===== src/hdl/axis_angle_rotation_matrix_defines.svh =====
// Assertion helpers for the top-level RTL file.
`ifndef AXIS_ANGLE_ROTATION_MATRIX_DEFINES_SVH
`define AXIS_ANGLE_ROTATION_MATRIX_DEFINES_SVH

// Same-cycle implication, ignored while reset is low.
`define AARM_ASSERT_IMP(label, clk, rst_n, ante, cons) \
	label: assert property (@(posedge clk) disable iff (!rst_n) (ante) |-> (cons)) \
		else $error("same-cycle check failed");

// Next-cycle implication, ignored while reset is low.
`define AARM_ASSERT_NXT(label, clk, rst_n, ante, cons) \
	label: assert property (@(posedge clk) disable iff (!rst_n) (ante) |=> (cons)) \
		else $error("next-cycle check failed");

`endif


===== src/hdl/aarm_pkg.sv =====
`timescale 1ns / 1ps
`default_nettype none
package aarm_pkg;

	localparam int TURN_UNITS  = 46080;
	localparam int GAIN_Q30    = 652032875;
	localparam int TABLE_LEN   = 24;
	localparam int RECIP45     = 93207;
	localparam int RECIP_SHIFT = 22;
	localparam int SQRT_STAGES = 16;
	localparam int DIV_STAGES  = 16;
	localparam int CORE_STAGES = SQRT_STAGES + DIV_STAGES;

	localparam logic [31:0] ATAN_TURN [TABLE_LEN] = '{
		32'h20000000, 32'h12E4051E, 32'h09FB385B, 32'h051111D4, 32'h028B0D43, 32'h0145D7E1,
		32'h00A2F61E, 32'h00517C55, 32'h0028BE53, 32'h00145F2F, 32'h000A2F98, 32'h000517CC,
		32'h00028BE6, 32'h000145F3, 32'h0000A2FA, 32'h0000517D, 32'h000028BE, 32'h0000145F,
		32'h00000A30, 32'h00000518, 32'h0000028C, 32'h00000146, 32'h000000A3, 32'h00000051
	};

	// Binary-angle fraction for a residue of 0..44 in units of 2^22 / 45
	typedef logic [63:0][21:0] frac_tab_t;

	function automatic frac_tab_t build_frac_tab();
		frac_tab_t tab;
		longint    num;
		for (int b = 0; b < 64; b++) begin
			num = (longint'(b) << 22) + 64'sd22;
			tab[b] = (b < 45) ? 22'(num / 45) : 22'd0;
		end
		return tab;
	endfunction

	localparam frac_tab_t FRAC_TAB = build_frac_tab();

	typedef struct packed {
		logic signed [33:0] x;
		logic signed [33:0] y;
		logic signed [31:0] z;
		logic               flip;
		logic               zero;
		logic [31:0]        n2;
		logic [35:0]        srem;
		logic [31:0]        root;
		logic [2:0]         neg;
		logic [2:0][15:0]   mag;
		logic [2:0][33:0]   drem;
		logic [2:0][30:0]   quo;
	} core_t;

	typedef struct packed {
		logic [8:0][15:0] m;
		logic             zero_axis;
	} res_t;

endpackage
`default_nettype wire


===== src/hdl/aarm_stage.sv =====
`timescale 1ns / 1ps
`default_nettype none
// One core stage: CORDIC rotation if IDX < CORDIC_STEPS, plus two root digits or two quotient bits per lane.
module aarm_stage #(
	parameter int IDX          = 0,
	parameter int CORDIC_STEPS = 16
) (
	input  wire logic           clk,
	input  wire logic           arst_n,
	input  wire logic           en,
	input  wire logic           vld_in,
	input  wire aarm_pkg::core_t d,
	output logic                vld_out,
	output aarm_pkg::core_t     q
);

	localparam bit DO_ROT  = IDX < CORDIC_STEPS;
	localparam bit DO_SQRT = IDX < aarm_pkg::SQRT_STAGES;
	localparam bit DO_DIV  = !DO_SQRT;
	localparam int K       = DO_DIV ? IDX - aarm_pkg::SQRT_STAGES : 0;
	localparam logic signed [31:0] ATAN_VAL = (IDX < aarm_pkg::TABLE_LEN) ?
		aarm_pkg::ATAN_TURN[(IDX < aarm_pkg::TABLE_LEN) ? IDX : 0] : 32'sd0;

	aarm_pkg::core_t n;

	always_comb begin
		logic signed [33:0] dx;
		logic signed [33:0] dy;
		logic [35:0]        rem;
		logic [35:0]        trial;
		logic [1:0]         pair;
		logic [33:0]        dr;
		int                 p;
		int                 b;
		n = d;
		if (DO_ROT) begin
			dx = d.y >>> IDX;
			dy = d.x >>> IDX;
			if (!d.z[31]) begin
				n.x = d.x - dx;
				n.y = d.y + dy;
				n.z = d.z - ATAN_VAL;
			end else begin
				n.x = d.x + dx;
				n.y = d.y - dy;
				n.z = d.z + ATAN_VAL;
			end
		end
		if (DO_SQRT) begin
			for (int j = 0; j < 2; j++) begin
				p = 31 - 2 * IDX - j;
				pair = (p >= 16) ? n.n2[((p >= 16) ? 2 * (p - 16) : 0) +: 2] : 2'b00;
				rem = {n.srem[33:0], pair};
				trial = {2'b00, n.root, 2'b01};
				if (rem >= trial) begin
					n.srem = rem - trial;
					n.root = {n.root[30:0], 1'b1};
				end else begin
					n.srem = rem;
					n.root = {n.root[30:0], 1'b0};
				end
			end
		end
		if (DO_DIV) begin
			for (int j = 0; j < 2; j++) begin
				b = 30 - 2 * K - j;
				if (b >= 0) begin
					for (int l = 0; l < 3; l++) begin
						// low dividend bits are the halved root
						dr = {n.drem[l][32:0], d.root[b + 1]};
						if (dr >= {2'b00, d.root}) begin
							n.drem[l] = dr - {2'b00, d.root};
							n.quo[l][b] = 1'b1;
						end else begin
							n.drem[l] = dr;
						end
					end
				end
			end
		end
	end

	always_ff @(posedge clk or negedge arst_n) begin
		if (!arst_n) begin
			vld_out <= 1'b0;
		end else if (en) begin
			vld_out <= vld_in;
		end
	end

	always_ff @(posedge clk) begin
		if (en) begin
			q <= n;
		end
	end

endmodule
`default_nettype wire


===== config.mk =====
export PLATFORM = sky130hd
export DESIGN_NAME = aarm_stage
export DESIGN_NICKNAME = d
export VERILOG_FILES = /design/src/hdl/axis_angle_rotation_matrix_defines.svh /design/src/hdl/aarm_pkg.sv /design/src/hdl/aarm_stage.sv
export SDC_FILE = /design/constraint.sdc
export NUM_CORES = 1
export LEC_CHECK = 0
export BUFFER_PORTS_ARGS = -buffer_cell sky130_fd_sc_hd__buf_2
export CAP_MARGIN = 20
export CORE_AREA = 2 2 349 351
export DETAILED_ROUTE_END_ITERATION = 8
export DIE_AREA = 0 0 351 353
export GPL_TIMING_DRIVEN = 0
export PLACE_DENSITY_LB_ADDON = 0.2
export SYNTH_ARGS = -nofsm -noshare
export SYNTH_HDL_FRONTEND = slang
export SYNTH_SLANG_ARGS = --single-unit

===== constraint.sdc =====
create_clock -name clk -period 1.7 [get_ports clk]
set_input_delay 0.34 -clock clk [delete_from_list [all_inputs] [get_ports clk]]
set_output_delay 0.34 -clock clk [all_outputs]
set_load 0.01 [all_outputs]

==> summary.txt <==
Status
  • Status: finished, violations left
  • Failing checks: setup timing

STA
  • Slew Viols, Final: 0
  • Slew headroom: 0.265
  • Fin crit period: approximately 4.6 ns
  • Final Cycle Share: 2.68
  • Fin Hold WS: ~0.073 ns
  • Clk_skew: 0 ns
  • RSZ-0062 raised after global routing: yes
  • FMAX: 0.220 GHz
  • Final Hold Viols: 0
  • Slew of the pin with the lowest slew margin: roughly 1.1 ns
  • Final worst slack: -2.85 ns
  • Setup violators final: 97

Final layout
  • Register area: between 10000 and 15000 sq um
  • Layout cell share with drive strength beyond 1: 0.471
  • Syn-to-layout area delta: 71.4%
  • Final nets: 4094
  • Fillers: approximately 12000
  • Post-layout utilization of the core: 0.335
  • Area of the multi-input gates: 12000 sq um

Critical path
  • CP Max Fanout: 8
  • Worst R2R End: vld_out
  • CP max-delay cell: or4_1
  • Critical path type: input port to register
  • R2r setup slk: between 0.9 and 1 ns
  • Worst r2r src: vld_out
  • Worst Path Buf+Inv: 7
  • Crit-path leading delay family: compound AO/OA/AOI/OAI gates
  • Req. time, crit path: 2.10 ns
  • Crit start category: input port
  • R2R depth: 1
  • Crit-path max cell delay: 0.44 ns
  • Worst setup EP type: register
  • Crit path DAT: 4.95 ns

Power
  • Internal power: approximately 0.027 W
  • Clock share of power: 0.311
  • Max IR drop VDD: a little over 800 uV
  • Leak: 16.7 nW
  • Combinational share of power: 0.332
  • Share of power burned in registers: 0.357
  • Switching Share: 0.325
  • P per Cell Area: just under 1000 nW/um^2
  • Psw: around 0.013 W

CTS
  • Max H-tree Level: 2
  • CTS tree: built
  • Reg clk slew, reported paths: 0.06 ns
  • Longest Clk Path Bufs: 3
  • TritonCTS Buffers: between 50 and 60
  • Root Driver: clkbuf_16
  • Clock latency on the worst-skew pair: 0.63 ns
  • Clk sinks: 448

Floorplanning
  • Initial Util: 0.196
  • Core Area: approximately 120000 sq um
  • Row cnt: 128
  • Overall die height: around 350 microns
  • Chip Width: around 350 microns
  • Die area: between 100000 and 150000 sq um
  • Ports: around 900

Logic synthesis
  • EDFF count, synth: roughly 450
  • Cells after Synth: between 2000 and 2500
  • Synth unique cells: 89
  • Post-synth top area cell: edfxtp_1
  • Synth area leaders: edfxtp_1, ha_1, a21oi_1
  • Asr flop ratio synth: 0.00223
  • Area of the mapped netlist: roughly 24000 sq um
  • Post-Syn Nets: between 2000 and 3000
  • Top cell type's share of synthesized area: 0.569
  • Mean post-synth cell area: approximately 12 sq um
  • Seq/Total Area, Yosys: 0.570
  • Most frequent cells after synthesis: edfxtp_1, a21oi_1, ha_1
  • Most numerous cell in the Yosys netlist: edfxtp_1
  • Most used DFF post-synth: edfxtp_1
  • Yosys reg bits: roughly 450
  • Synth warn: 0

Hold path
  • Hold Crit Start: d[343]
  • Hold EP: q[279]
  • HP Class: input port to register
  • Cell count of the worst hold path: 3

GRT
  • Initial antenna violation count: 39
  • GRT Util Overall: 0.181
  • Vias in the first global route: about 22000
  • GR Overflow Total: 0
  • First-pass GRT wire length: approximately 160000 microns
  • Largest net degree at the start of global routing: around 120

Route
  • Via Count: 22174
  • Drt first pass iters: 5
  • Iter 0 DRT Violations: ~1400
  • DR WL/cell: roughly 23 microns
  • Final ANT Viol Nets: 0
  • Post-Route WL: ~120000 microns
  • Remaining DRCs: 0
  • Via density: ~4.3

Flow run
  • Max-cap violations: 0

Placed design
  • Port buffer count: between 800 and 900
  • Final Wtd Congestion: about 0.85
  • DP Wirelength: 91800 microns
## sequential cells by signal (all words and copies together), names as in the netlist
signal and count:
vld_out 1, q 447
## cells by family (layout without fill, tap and decap cells)
kind of cell	count (synthesis)	in the layout	synth area share
adders and majority gates	171	171	0.0920
and+or+nand+nor	431	431	0.0873
DFF	448	448	0.570
xor gates and xnor gates	127	127	0.0472
muxes	24	24	0.0116
AOI/OAI and AO/OA	571	571	0.153
other	0	14	0
buffers and inverters	229	1748	0.0384
## cell usage in the layout, fill, tap and decap left out, types with 43 or more instances in the layout
master / synthesis / routed
xnor2_1: 84 / 65
ha_4: 0 / 56
buf_6: 1 / 59
nand2_1: 150 / 123
inv_1: 155 / 111
a21oi_1: 176 / 118
a21o_1: 50 / 50
ha_1: 167 / 103
o21ai_0: 141 / 62
a21oi_2: 1 / 45
buf_4: 5 / 155
edfxtp_1: 447 / 447
o21ai_2: 0 / 43
clkbuf_16: 0 / 67
dlygate4sd3_1: 0 / 343
nor2_1: 110 / 90
buf_2: 11 / 857
## stage by stage
step / TNS [ns] / total power (W) / instance area (sq um) / setup WS, ns / cells
2_1_floorplan: -153.74 / 0.0196 / 24200 / -3.07 / 2001
3_3_place_gp: -3523.65 / 0.0245 / 30700 / -7.86 / 4523
3_5_place_dp: -307.99 / 0.0243 / 30800 / -4.85 / 4527
4_1_cts: -132.06 / 0.0393 / 38800 / -2.78 / 5088
5_1_grt: -146.78 / 0.0417 / 40400 / -2.95 / 5152
6_report: -139.89 / 0.0398 / 40400 / -2.85 / 5159
## power groups by stage
| stage | Sequential [W] | Combinational [W] | Clock (W) |
|---|---|---|---|
| detailed placement | 0.0144 | 0.00987 | 0 |
| global placement | 0.0145 | 0.00991 | 0 |
| global route | 0.0143 | 0.0141 | 0.0132 |
| floorplan | 0.0150 | 0.00461 | 0 |
| finish | 0.0142 | 0.0132 | 0.0124 |
| CTS | 0.0142 | 0.0122 | 0.0129 |
## layer usage
| layer | GRT usage | vias up | wire [microns] |
|---|---|---|---|
| li1 | - | 10338 | - |
| met5 | 0 | - | 195 |
| met3 | 0.0482 | 175 | 8540 |
| met2 | 0.335 | 796 | 61400 |
| met4 | 0.0581 | 30 | 4410 |
| met1 | 0.200 | 10835 | 44400 |
## layout make-up
type / instances / share of cell area
Buffer: 49 / 0.0112
Timing Repair Buffer: 1429 / 0.245
Sequential cell: 448 / 0.333
Tap cell: 1625 / 0.0503
Multi-Input combinational cell: 1324 / 0.296
Clock inverter: 37 / 0.00858
Inverter: 160 / 0.0173
Clock buffer: 73 / 0.0384
Antenna cell: 14 / 0.000867
## repair_timing
item                                    CTS  global route
resized for setup                       415           272
endpoints found under the setup margin  115           103
buffers inserted                        120            69
hold buffers                            343             0
endpoints found under the hold margin   343             0
gates cloned                              1             2
pin swaps                               158           153
## worst max-delay path by stage
stage                       from       to  cells after the start
after global placement        en  vld_out                      2
final                     d[258]   q[311]                     26
after global routing      d[258]   q[301]                     26
after detailed placement  d[260]   q[300]                     23
after CTS                 d[258]   q[301]                     25
after floorplan           d[278]   q[301]                     23
No activity file was read; power rests on OpenSTA's default activity.
